===== src/rtl/core/smx_pkg.sv =====
`timescale 1ns / 1ps
// ----------------------------------------------------------------------------
// Stack machine package
// Shared widths, opcodes, status codes and channel payload types.
// ----------------------------------------------------------------------------
package smx_pkg;

   localparam int STACK_DEPTH_DEF = 64;
   localparam int NUM_REGS_DEF    = 9;
   localparam int WORD_W          = 32;
   localparam int ARG_W           = 8;
   localparam int DEPTH_W         = 7;

   typedef enum logic [2:0] {
      OP_PUSH_REG = 3'd0,
      OP_PUSH_IMM = 3'd1,
      OP_POP_REG  = 3'd2,
      OP_ADD      = 3'd3,
      OP_SUB      = 3'd4,
      OP_MUL      = 3'd5,
      OP_HALT     = 3'd6,
      OP_NOP      = 3'd7
   } op_type;

   typedef enum logic [2:0] {
      ST_OK     = 3'd0,
      ST_HALT   = 3'd1,
      ST_UNDER  = 3'd2,
      ST_OVER   = 3'd3,
      ST_BADREG = 3'd4
   } status_type;

   typedef struct packed {
      logic              [2:0] op;
      logic signed [ARG_W-1:0] arg;
   } req_type;

   typedef struct packed {
      logic               [2:0] status;
      logic signed [WORD_W-1:0] moved_value;
      logic signed [WORD_W-1:0] top_value;
      logic       [DEPTH_W-1:0] depth;
   } rsp_type;

   typedef struct packed {
      logic load;
      logic exec;
   } cmd_type;

endpackage


===== src/rtl/core/smx_ctrl.sv =====
`timescale 1ns / 1ps
// ----------------------------------------------------------------------------
// Stack machine controller
// Sequences capture and execution of one instruction and owns the handshakes.
// ----------------------------------------------------------------------------
module smx_ctrl (
   input  logic             clock,
   input  logic             reset,
   input  logic             req_valid,
   output logic             req_stall,
   output logic             rsp_valid,
   input  logic             rsp_stall,
   output smx_pkg::cmd_type cmd
);
   import smx_pkg::*;

   typedef enum logic {
      S_IDLE,
      S_EXEC
   } state_type;

   state_type state_ff;
   logic      req_stall_ff;
   logic      rsp_valid_ff;
   logic      load;
   logic      exec;

   assign load      = req_valid && !req_stall_ff;
   assign exec      = (state_ff == S_EXEC) && (!rsp_valid_ff || !rsp_stall);
   assign cmd.load  = load;
   assign cmd.exec  = exec;
   assign req_stall = req_stall_ff;
   assign rsp_valid = rsp_valid_ff;

   always_ff @(posedge clock) begin
      if (reset) begin
         state_ff     <= S_IDLE;
         req_stall_ff <= 1'b0;
         rsp_valid_ff <= 1'b0;
      end else begin
         case (state_ff)
            S_IDLE: begin
               if (load) begin
                  state_ff     <= S_EXEC;
                  req_stall_ff <= 1'b1;
               end
            end
            S_EXEC: begin
               if (exec) begin
                  state_ff     <= S_IDLE;
                  req_stall_ff <= 1'b0;
               end
            end
            default: begin
               state_ff     <= S_IDLE;
               req_stall_ff <= 1'b0;
            end
         endcase
         if (exec) begin
            rsp_valid_ff <= 1'b1;
         end else if (!rsp_stall) begin
            rsp_valid_ff <= 1'b0;
         end
      end
   end

endmodule


===== src/rtl/core/smx_dpath.sv =====
`timescale 1ns / 1ps
// ----------------------------------------------------------------------------
// Stack machine datapath
// Register file, stack memory with cached top entry, ALU and result register.
// ----------------------------------------------------------------------------
module smx_dpath #(
   parameter int STACK_DEPTH = smx_pkg::STACK_DEPTH_DEF,
   parameter int NUM_REGS    = smx_pkg::NUM_REGS_DEF
) (
   input  logic             clock,
   input  logic             reset,
   input  smx_pkg::cmd_type cmd,
   input  smx_pkg::req_type req_data,
   output smx_pkg::rsp_type rsp_data
);
   import smx_pkg::*;

   localparam int AW = (STACK_DEPTH > 1) ? $clog2(STACK_DEPTH) : 1;
   localparam int CW = $clog2(STACK_DEPTH + 1);
   localparam int RW = (NUM_REGS > 1) ? $clog2(NUM_REGS) : 1;
   localparam logic [ARG_W-1:0] NREGS_ARG = ARG_W'(NUM_REGS);
   localparam logic [CW-1:0]    FULL_CNT  = CW'(STACK_DEPTH);

   logic [WORD_W-1:0] stack_mem [STACK_DEPTH];
   logic [WORD_W-1:0] reg_mem   [NUM_REGS];
   logic [NUM_REGS-1:0] reg_vld_ff;

   logic [2:0]        op_ff;
   logic [ARG_W-1:0]  arg_ff;
   logic [WORD_W-1:0] next_rd_ff;
   logic [WORD_W-1:0] reg_rd_ff;
   logic              reg_rd_vld_ff;
   logic [WORD_W-1:0] top_ff;
   logic [WORD_W-1:0] top_in;
   logic [CW-1:0]     count_ff;
   logic [CW-1:0]     count_in;
   rsp_type           rsp_ff;
   rsp_type           rsp_in;

   logic [RW-1:0]     req_idx;
   logic [RW-1:0]     cur_idx;
   logic [AW-1:0]     rd_addr;
   logic [AW-1:0]     wr_addr;
   logic              reg_ok;
   logic              empty;
   logic              full;
   logic              two;
   logic [WORD_W-1:0] reg_val;
   logic [WORD_W-1:0] imm_val;
   logic [WORD_W-1:0] product;
   logic [WORD_W-1:0] moved;
   status_type        status;
   logic              stack_we;
   logic              reg_we;

   assign req_idx = req_data.arg[RW-1:0];
   assign cur_idx = arg_ff[RW-1:0];
   assign rd_addr = AW'(count_ff - CW'(2));
   assign wr_addr = AW'(count_ff - CW'(1));
   assign reg_ok  = !arg_ff[ARG_W-1] && ({1'b0, arg_ff[ARG_W-2:0]} < NREGS_ARG);
   assign empty   = (count_ff == '0);
   assign full    = (count_ff == FULL_CNT);
   assign two     = (count_ff >= CW'(2));
   assign reg_val = reg_rd_vld_ff ? reg_rd_ff : '0;
   assign imm_val = {{(WORD_W-ARG_W){arg_ff[ARG_W-1]}}, arg_ff};
   assign product = top_ff * next_rd_ff;

   always_comb begin
      status   = ST_OK;
      moved    = '0;
      top_in   = top_ff;
      count_in = count_ff;
      stack_we = 1'b0;
      reg_we   = 1'b0;
      case (op_ff)
         OP_PUSH_REG, OP_PUSH_IMM: begin
            if ((op_ff == OP_PUSH_REG) && !reg_ok) begin
               status = ST_BADREG;
            end else if (full) begin
               status = ST_OVER;
            end else begin
               moved    = (op_ff == OP_PUSH_REG) ? reg_val : imm_val;
               top_in   = moved;
               count_in = count_ff + CW'(1);
               stack_we = !empty;
            end
         end
         OP_POP_REG: begin
            if (!reg_ok) begin
               status = ST_BADREG;
            end else if (empty) begin
               status = ST_UNDER;
            end else begin
               moved    = top_ff;
               top_in   = two ? next_rd_ff : '0;
               count_in = count_ff - CW'(1);
               reg_we   = 1'b1;
            end
         end
         OP_ADD, OP_SUB, OP_MUL: begin
            if (!two) begin
               status = ST_UNDER;
            end else begin
               case (op_ff)
                  OP_ADD:  moved = top_ff + next_rd_ff;
                  OP_SUB:  moved = top_ff - next_rd_ff;
                  default: moved = product;
               endcase
               top_in   = moved;
               count_in = count_ff - CW'(1);
            end
         end
         OP_HALT: begin
            status = ST_HALT;
         end
         default: begin
            status = ST_OK;
         end
      endcase
   end

   always_comb begin
      rsp_in.status      = status;
      rsp_in.moved_value = moved;
      rsp_in.top_value   = top_in;
      rsp_in.depth       = DEPTH_W'(count_in);
   end

   assign rsp_data = rsp_ff;

   // stack memory: entries below the cached top
   always_ff @(posedge clock) begin
      next_rd_ff <= stack_mem[rd_addr];
      if (cmd.exec && stack_we) begin
         stack_mem[wr_addr] <= top_ff;
      end
   end

   // register file memory
   always_ff @(posedge clock) begin
      if (cmd.load) begin
         reg_rd_ff <= reg_mem[req_idx];
      end
      if (cmd.exec && reg_we) begin
         reg_mem[cur_idx] <= moved;
      end
   end

   always_ff @(posedge clock) begin
      if (reset) begin
         reg_vld_ff    <= '0;
         reg_rd_vld_ff <= 1'b0;
         top_ff        <= '0;
         count_ff      <= '0;
      end else begin
         if (cmd.load) begin
            reg_rd_vld_ff <= reg_vld_ff[req_idx];
         end
         if (cmd.exec) begin
            top_ff   <= top_in;
            count_ff <= count_in;
            if (reg_we) begin
               reg_vld_ff[cur_idx] <= 1'b1;
            end
         end
      end
   end

   always_ff @(posedge clock) begin
      if (cmd.load) begin
         op_ff  <= req_data.op;
         arg_ff <= req_data.arg;
      end
      if (cmd.exec) begin
         rsp_ff <= rsp_in;
      end
   end

endmodule


===== src/rtl/core/stack_machine_execute.sv =====
`timescale 1ns / 1ps
// ----------------------------------------------------------------------------
// Stack machine execute
// Executes one stack-machine instruction per request transfer.
// ----------------------------------------------------------------------------
// Usage:
//   req_* carries one instruction (op, arg); rsp_* returns one result for
//   each: status, moved value, new top of stack and depth.
//   Both channels transfer when valid is high and stall is low.
//   An instruction is captured on request transfer, when the register file
//   and the stack entry below the top are read; it executes in the next cycle
//   unless the result register is still full. Requests do not overlap:
//   req_stall stays high from capture until execute, set by the registered
//   read of the stack memory ahead of the read-modify-write of the top.
//   A new request is taken while the previous result still waits; the
//   instruction then holds in execute until the result register frees.
//   Reset marks the registers invalid, so they read as zero, and empties the
//   stack; the stack memory is not cleared, and no clearing pass is needed.
// ----------------------------------------------------------------------------
module stack_machine_execute #(
   parameter int STACK_DEPTH = smx_pkg::STACK_DEPTH_DEF,
   parameter int NUM_REGS    = smx_pkg::NUM_REGS_DEF
) (
   input  logic             clock,
   input  logic             reset,
   input  logic             req_valid,
   output logic             req_stall,
   input  smx_pkg::req_type req_data,
   output logic             rsp_valid,
   input  logic             rsp_stall,
   output smx_pkg::rsp_type rsp_data
);
   import smx_pkg::*;

   cmd_type cmd;

   smx_ctrl u_ctrl (
      .clock     (clock),
      .reset     (reset),
      .req_valid (req_valid),
      .req_stall (req_stall),
      .rsp_valid (rsp_valid),
      .rsp_stall (rsp_stall),
      .cmd       (cmd)
   );

   smx_dpath #(
      .STACK_DEPTH (STACK_DEPTH),
      .NUM_REGS    (NUM_REGS)
   ) u_dpath (
      .clock    (clock),
      .reset    (reset),
      .cmd      (cmd),
      .req_data (req_data),
      .rsp_data (rsp_data)
   );

endmodule

===== config.mk =====
export PLATFORM = sky130hd
export DESIGN_NAME = stack_machine_execute
export DESIGN_NICKNAME = d
export VERILOG_FILES = /design/src/rtl/core/smx_pkg.sv /design/src/rtl/core/smx_ctrl.sv /design/src/rtl/core/smx_dpath.sv /design/src/rtl/core/stack_machine_execute.sv
export SDC_FILE = /design/constraint.sdc
export NUM_CORES = 2
export LEC_CHECK = 0
export BUFFER_PORTS_ARGS = -buffer_cell sky130_fd_sc_hd__buf_2
export CORE_ASPECT_RATIO = 1.25
export CORE_MARGIN = 10
export CORE_UTILIZATION = 45
export DETAILED_ROUTE_END_ITERATION = 10
export GPL_ROUTABILITY_DRIVEN = 0
export MAX_ROUTING_LAYER = met4
export PLACE_DENSITY = 0.66
export SETUP_SLACK_MARGIN = 0.05
export SLEW_MARGIN = 10
export SYNTH_ARGS = -nofsm -noshare
export SYNTH_HDL_FRONTEND = slang
export SYNTH_SLANG_ARGS = --single-unit

===== constraint.sdc =====
create_clock -name clock -period 18.4 [get_ports clock]
set_input_delay 0 -clock clock [delete_from_list [all_inputs] [get_ports clock]]
set_output_delay 0 -clock clock [all_outputs]
set_load 0.01 [all_outputs]

# After elaboration in Yosys (flattened, before gate mapping)
# Memory sizes are Yosys's and may differ from the RTL's. A register that Yosys moved wholly into a read port is not among the register bits.
# Index checks and enable logic that the tools add are counted.
# op_classes
addsub	5
n_mul	1
n_lt_le_gt_ge	5
eq_ne	10
muxes	50
n_bitwise	2
reduce_logical	20
# ops
cell	n
$mux 32	13
$pmux 32 s3	2
$pmux 32 s2	1
$mux 7	5
$add 32x32->32	1
$mul 32x32->32	1
$sub 32x32->32	1
$pmux 7 s3	1
$mux 1	18
$pmux 3 s4	1
$lt 4x5->1 const B	2
$eq 3x3->1 const B	3
$or 9x9->9	1
$add 7x1->7 const B	1
$eq 7x7->1 const B	1
$ge 7x2->1 const B	1
$logic_and 1x1->1	7
$logic_not 7->1	1
$lt 7x4->1 const B	1
$sub 7x1->7 const B	1
$eq 3x2->1 const B	2
$logic_not 1->1	6
$mux 2	3
$mux 3	2
14 further kinds	17
# word_totals
ff_bits	137
ramBits	2336
output_inout_bits	76
n_memories	2
# memory_table
memory	depth	width	rd	rd_ports_with_merged_regs	wr	line_no	rtl
u_dpath.stack_mem	64	32	1	1	1	smx_dpath.sv:24	logic [WORD_W-1:0] stack_mem [STACK_DEPTH];
u_dpath.reg_mem	9	32	1	1	1	smx_dpath.sv:25	logic [WORD_W-1:0] reg_mem [NUM_REGS];

# Depth between registers and ports, before layout
# logic_depth
ltp_word	9
mapped_depth	29
depth_no_buf	26

# Hierarchy
# From an unflattened synthesis, not the netlist that was laid out.
# unflattened
cells_unflattened	6307
area_unflattened_um2	114855.2
# by_module_without_submodules
mod	instances	cells_each	area_per_inst_um2
smx_dpath	1	6292	114718.8
smx_ctrl	1	15	136.4

# Least setup slack after synthesis
# No wires, ideal clock.
# synth_path
path_type	register to register
startpoint	register u_dpath.top_ff[8]
endpoint	memory u_dpath.reg_mem[0][30] (data pin)
setup_time_ns	0.286
arrival_time_ns	7.880
t_required_ns	18.114
slack_ns	10.233
path_stages_with_launch	28
n_path_buf	3
synth_period_minus_slack_ns	8.167
path_cell_list	dfxtp_1 -> clkbuf_1 -> clkbuf_1 -> nand2_1 -> fa_1 -> inv_1 -> fa_1 -> fa_1 -> inv_1 -> fa_1 -> inv_1 -> fa_1 -> inv_1 -> fa_1 -> inv_1 -> fa_1 -> fa_1 -> ha_1 -> clkbuf_1 -> nand2_1 -> nor2_1 -> and2_1 -> a2111oi_0 -> o31ai_1 -> a221oi_1 -> mux2i_1 -> a211oi_1 -> a211o_1
# synth_between
elab_chain_len	4
elab_cells_between_ends	6
cone_classes	add/sub: 2; mul: 1; mux: 3
# synth_lines
element	line_no	rtl
from (decl)	smx_dpath.sv:33	logic [WORD_W-1:0] top_ff;
from (signal assigned)	smx_dpath.sv:160	top_ff <= top_in;
$mul 32x32->32, or another cell as far along	smx_dpath.sv:66	assign product = top_ff * next_rd_ff;
$pmux 32 s2 (*)	smx_dpath.sv:104	case (op_ff)
$mux 32 (*)	smx_dpath.sv:101	if (!two) begin
$pmux 32 s3 (*)	smx_dpath.sv:75	case (op_ff)
via u_dpath.moved[30]	smx_dpath.sv:51	logic [WORD_W-1:0] moved;
to (decl)	smx_dpath.sv:25	
# Mark *: on every way through the listed nets, which the timed path passes. The rest lies on a longest branch.

# Worst setup path in the final report
# layout_path
startpoint	register u_dpath.top_ff[13]
endpoint	memory u_dpath.reg_mem[1][30] (data pin)
# The elaborated chain is that of the path after synthesis.

==> key figures <==
Worst setup path
  – CP arrival: 9.55 ns
  – Reg-to-Reg End: u_dpath.reg_mem[1][30]
  – R2R depth: 24
  – Critical Path Fanout Max: 59
  – Critical Path End Type: flop
  – Worst R2R Setup Slack: 9.42 ns
  – Worst r2r src: u_dpath.top_ff[13]
  – Worst Setup Path Type: reg2reg
  – Startpoint types: flop
  – Req. time, crit path: 18.97 ns
  – Crit path launch: u_dpath.top_ff[13]

Power and ir drop
  – Clock Power Share: 28.7%
  – Switching Share: 32.71%
  – Pwr/cell area: 128.5 mW/mm^2
  – Reported leakage power: 0.04420 uW
  – Switching power: 5370 uW
  – VDD IR max: 0.1114 mV
  – Flop pwr share: 41.8%
  – Logic gate share of total power: 29.5%
  – Int Pwr: 11050 uW

Hold path
  – Worst min path class: in2reg
  – Worst Hold Path EP: u_dpath.arg_ff[1]
  – Hold path depth: 2
  – Hold_sp: req_data[1]

Yosys
  – Simple-gate share of the synthesized area: 4.347%
  – Syn Nets: 6881
  – Mapped Cells: 6295
  – Cell variety after synth: 76
  – #FFs+latches synth: 2537
  – Post-synth EDFFs: 2453
  – Avg Inst Size Synth: 18.23 um^2
  – Ys flop type: edfxtp_1
  – Yosys top cell by area: edfxtp_1
  – Synth warn: 0
  – Async SR Flop Fraction: 0%
  – Main combinational cell family by area after synthesis: multiplexers
  – Yosys top cell area share: 64.18%
  – Seq/Total Area, Yosys: 65.65%
  – Adder-Cell Fraction of Synth Area: 8.900%
  – Post-Synth XOR/XNOR Area: 1.148%
  – Synth Area in Compound Gates: 2.704%
  – Synth top area cells: edfxtp_1, mux4_2, fa_1
  – Mux contribution to synthesized area: 14.78%
  – Synthesized cell area: 0.1148 mm^2

Cells and area
  – Filler cells: 20208
  – Area growth syn-to-layout: 11.28%
  – Fraction of layout cells with a size suffix above 1: 21.77%
  – Final instance area: 0.1277 mm^2
  – Nets: 7068

Clock network
  – Post CTS Setup Buffer Count: 0
  – Reg clk slew, reported paths: 0.06 ns
  – CTS sink cnt: 2537
  – CTS tree: built
  – Clock root buffer: clkbuf_16
  – # H-tree levels: 4
  – Worst-case clock buffer depth: 4
  – Clk_lat worst skew: 0.95 ns
  – Number of buffers created by CTS: 235

Floorplan
  – Rows: 207
  – Top Ports: 91
  – Area of the core: 0.2541 mm^2
  – Die Wd: 471.7 um
  – Initial Util: 45.17%
  – Total die area: 0.2758 mm^2
  – Die Ht: 584.6 um

Place
  – Dpl cell area: 0.1202 mm^2
  – HPWL after DPL: 182200 um
  – Port Buffers: 90

Detailed routing
  – Detailed Route Iter0 Violations: 7606
  – Routed wire per std cell: 31.39 um
  – Drc violations: 0
  – Post-route ant nets: 0
  – DR vias: 60841
  – Total wire length: 314700 um
  – Routed vias/inst: 6.069
  – Drt pass-1 iters: 8

Timing
  – Worst slew pin tran: 1.339 ns
  – Worst Skew: 0.09894 ns
  – Max-slew headroom: 10.63%
  – Max Freq: 111.3 MHz
  – Slew Viols, Final: 0
  – Final hold vios: 0
  – Unrepaired setup endpoints after global routing: no
  – Setup TNS: 0 ns
  – Period minus WS final: 8.983 ns
  – Count of final setup violators: 0
  – Tcrit/Tclk final: 48.82%

Global route
  – Total GRT Usage: 23.27%
  – Number of global-route vias before repair: 62663
  – Initial antenna violation count: 24
  – Congestion Overflow GR: 0
  – First-pass GRT wire length: 453500 um
  – Largest net degree at the start of global routing: 144

Flow run
  – # Max-Cap Violations: 0

Outcome
  – Status: complete, no violations
==> power groups by stage <==
stage	logic (uW)	registers (uW)	clock network, uW
final	4840	6870	4720
after global routing	5220	6860	5010
after CTS	4780	6860	4780
after detailed placement	4740	6980	0
after global placement	4700	6970	0
after floorplan	3130	6840	0
==> metrics by stage <==
step	util [%]	worst slack [ns]	cells	power (uW)	hold WS [ns]
final	50.27	9.417	10025	16420	0.1342
after global routing	50.26	9.064	10021	17090	0.1329
after CTS	50.25	9.587	10006	16420	0.07474
after detailed placement	47.29	9.706	9564	11720	0.1800
after global placement	47.29	9.734	9564	11680	0.1800
after floorplan	-	10.23	6295	9975	0.09887
==> cells in the final DEF (no fill, tap or decap), types with 33 or more instances in the layout <==
cell	synthesis	layout
a21o_1	69	69
a21oi_1	119	119
and2_1	315	315
buf_2	27	89
buf_4	2	171
clkbuf_1	243	45
clkbuf_16	0	236
clkinv_1	1	59
clkinv_2	0	33
dfxtp_1	84	49
edfxtp_1	2453	2453
fa_1	409	409
ha_1	162	161
inv_1	405	405
mux2i_1	46	46
mux4_2	727	727
nand2_1	400	400
nor2_1	191	120
nor2_4	0	70
o21ai_0	105	105
xnor2_1	93	92
xor2_1	53	51
==> how the worst max path moves through the flow <==
| stage | end |
|---|---|
| global placement | u_dpath.reg_mem[0][30] |
| global route | u_dpath.reg_mem[2][30] |
| floorplan | u_dpath.reg_mem[0][30] |
| CTS | u_dpath.reg_mem[6][30] |
| detailed placement | u_dpath.reg_mem[0][30] |
| finish | u_dpath.reg_mem[1][30] |
==> cells by family (layout without fill, tap and decap cells) <==
| family | Yosys count | after routing |
|---|---|---|
| AND/OR/NAND/NOR | 1037 | 1037 |
| adder cells (fa/ha/maj) | 571 | 571 |
| other | 0 | 19 |
| multiplexers | 784 | 784 |
| buffers and inverters | 745 | 1112 |
| flip-flops | 2537 | 2537 |
| XOR/XNOR | 148 | 148 |
| AO/OA/AOI/OAI | 473 | 473 |
==> metal layers <==
metal	GRT usage (%)	wire [um]
met2	36.53	151700
met1	29.79	119400
met3	4.132	27400
met4	10.62	16220
met5	-	0
==> cells in the mapped netlist (all sizes together) (11+ instances only) <==
cell    number
mux4       727
a221o       19
o31ai       16
a211oi      18
a211o       11
nor2       191
edfxtp    2453
ha         162
clkbuf     243
nand2      402
inv        405
nor3        28
mux2        11
and2       315
xnor2       94
mux2i       46
xor2        53
o21a        23
or3         13
o211ai      11
a21o        69
o21ai      109
and3        19
buf         96
nand3       19
nand2b      13
o22ai       14
a21oi      119
dfxtp       84
fa         409
==> layout make-up <==
type	instances	area [um^2]	share of cell area (%)
Multi-Input combinational cell	3013	37210	29.14
Clock buffer	286	6143	4.810
Inverter	406	1526	1.195
Timing Repair Buffer	289	2059	1.612
Antenna cell	19	47.55	0.03723
Clock inverter	131	1126	0.8817
Tap cell	3344	4184	3.276
Sequential cell	2537	75420	59.05
==> state kept, by name, summed over array words and instances, names as in the netlist <==
register and flops:
u_dpath.stack_mem 2048, u_dpath.reg_mem 288, u_dpath.rsp_data 74, u_dpath.next_rd_ff 32, u_dpath.reg_rd_ff 32, u_dpath.top_ff 32, u_dpath.reg_vld_ff 9, u_dpath.arg_ff 8
u_dpath.count_ff 7, u_dpath.op_ff 3, u_ctrl.req_stall 1, u_ctrl.rsp_valid 1, u_ctrl.state_ff 1, u_dpath.reg_rd_vld_ff 1
==> worst max-delay path, cell delays in order (launching register included) <==
cell	delay (ns)
dfxtp_2	0.69
buf_4	0.69
and2_1	0.25
fa_1	0.42
fa_1	0.50
fa_1	0.51
inv_1	0.06
fa_1	0.49
inv_1	0.06
fa_1	0.50
inv_1	0.06
fa_1	0.52
inv_1	0.05
fa_1	0.49
fa_1	0.41
ha_1	0.39
nand2_1	0.12
nor2_1	0.05
and2_1	0.17
a2111oi_0	0.41
o31ai_1	0.20
a221oi_1	0.61
mux2i_1	0.34
a211oi_1	0.11
a211o_1	0.45
==> what timing repair did <==
item                       4_1_cts  5_1_grt
hold endpoints to repair       124        0
setup endpoints to repair        0        0
gates resized for setup          0        0
hold buffers                    25        0
Power figures use the tool's default switching activity.
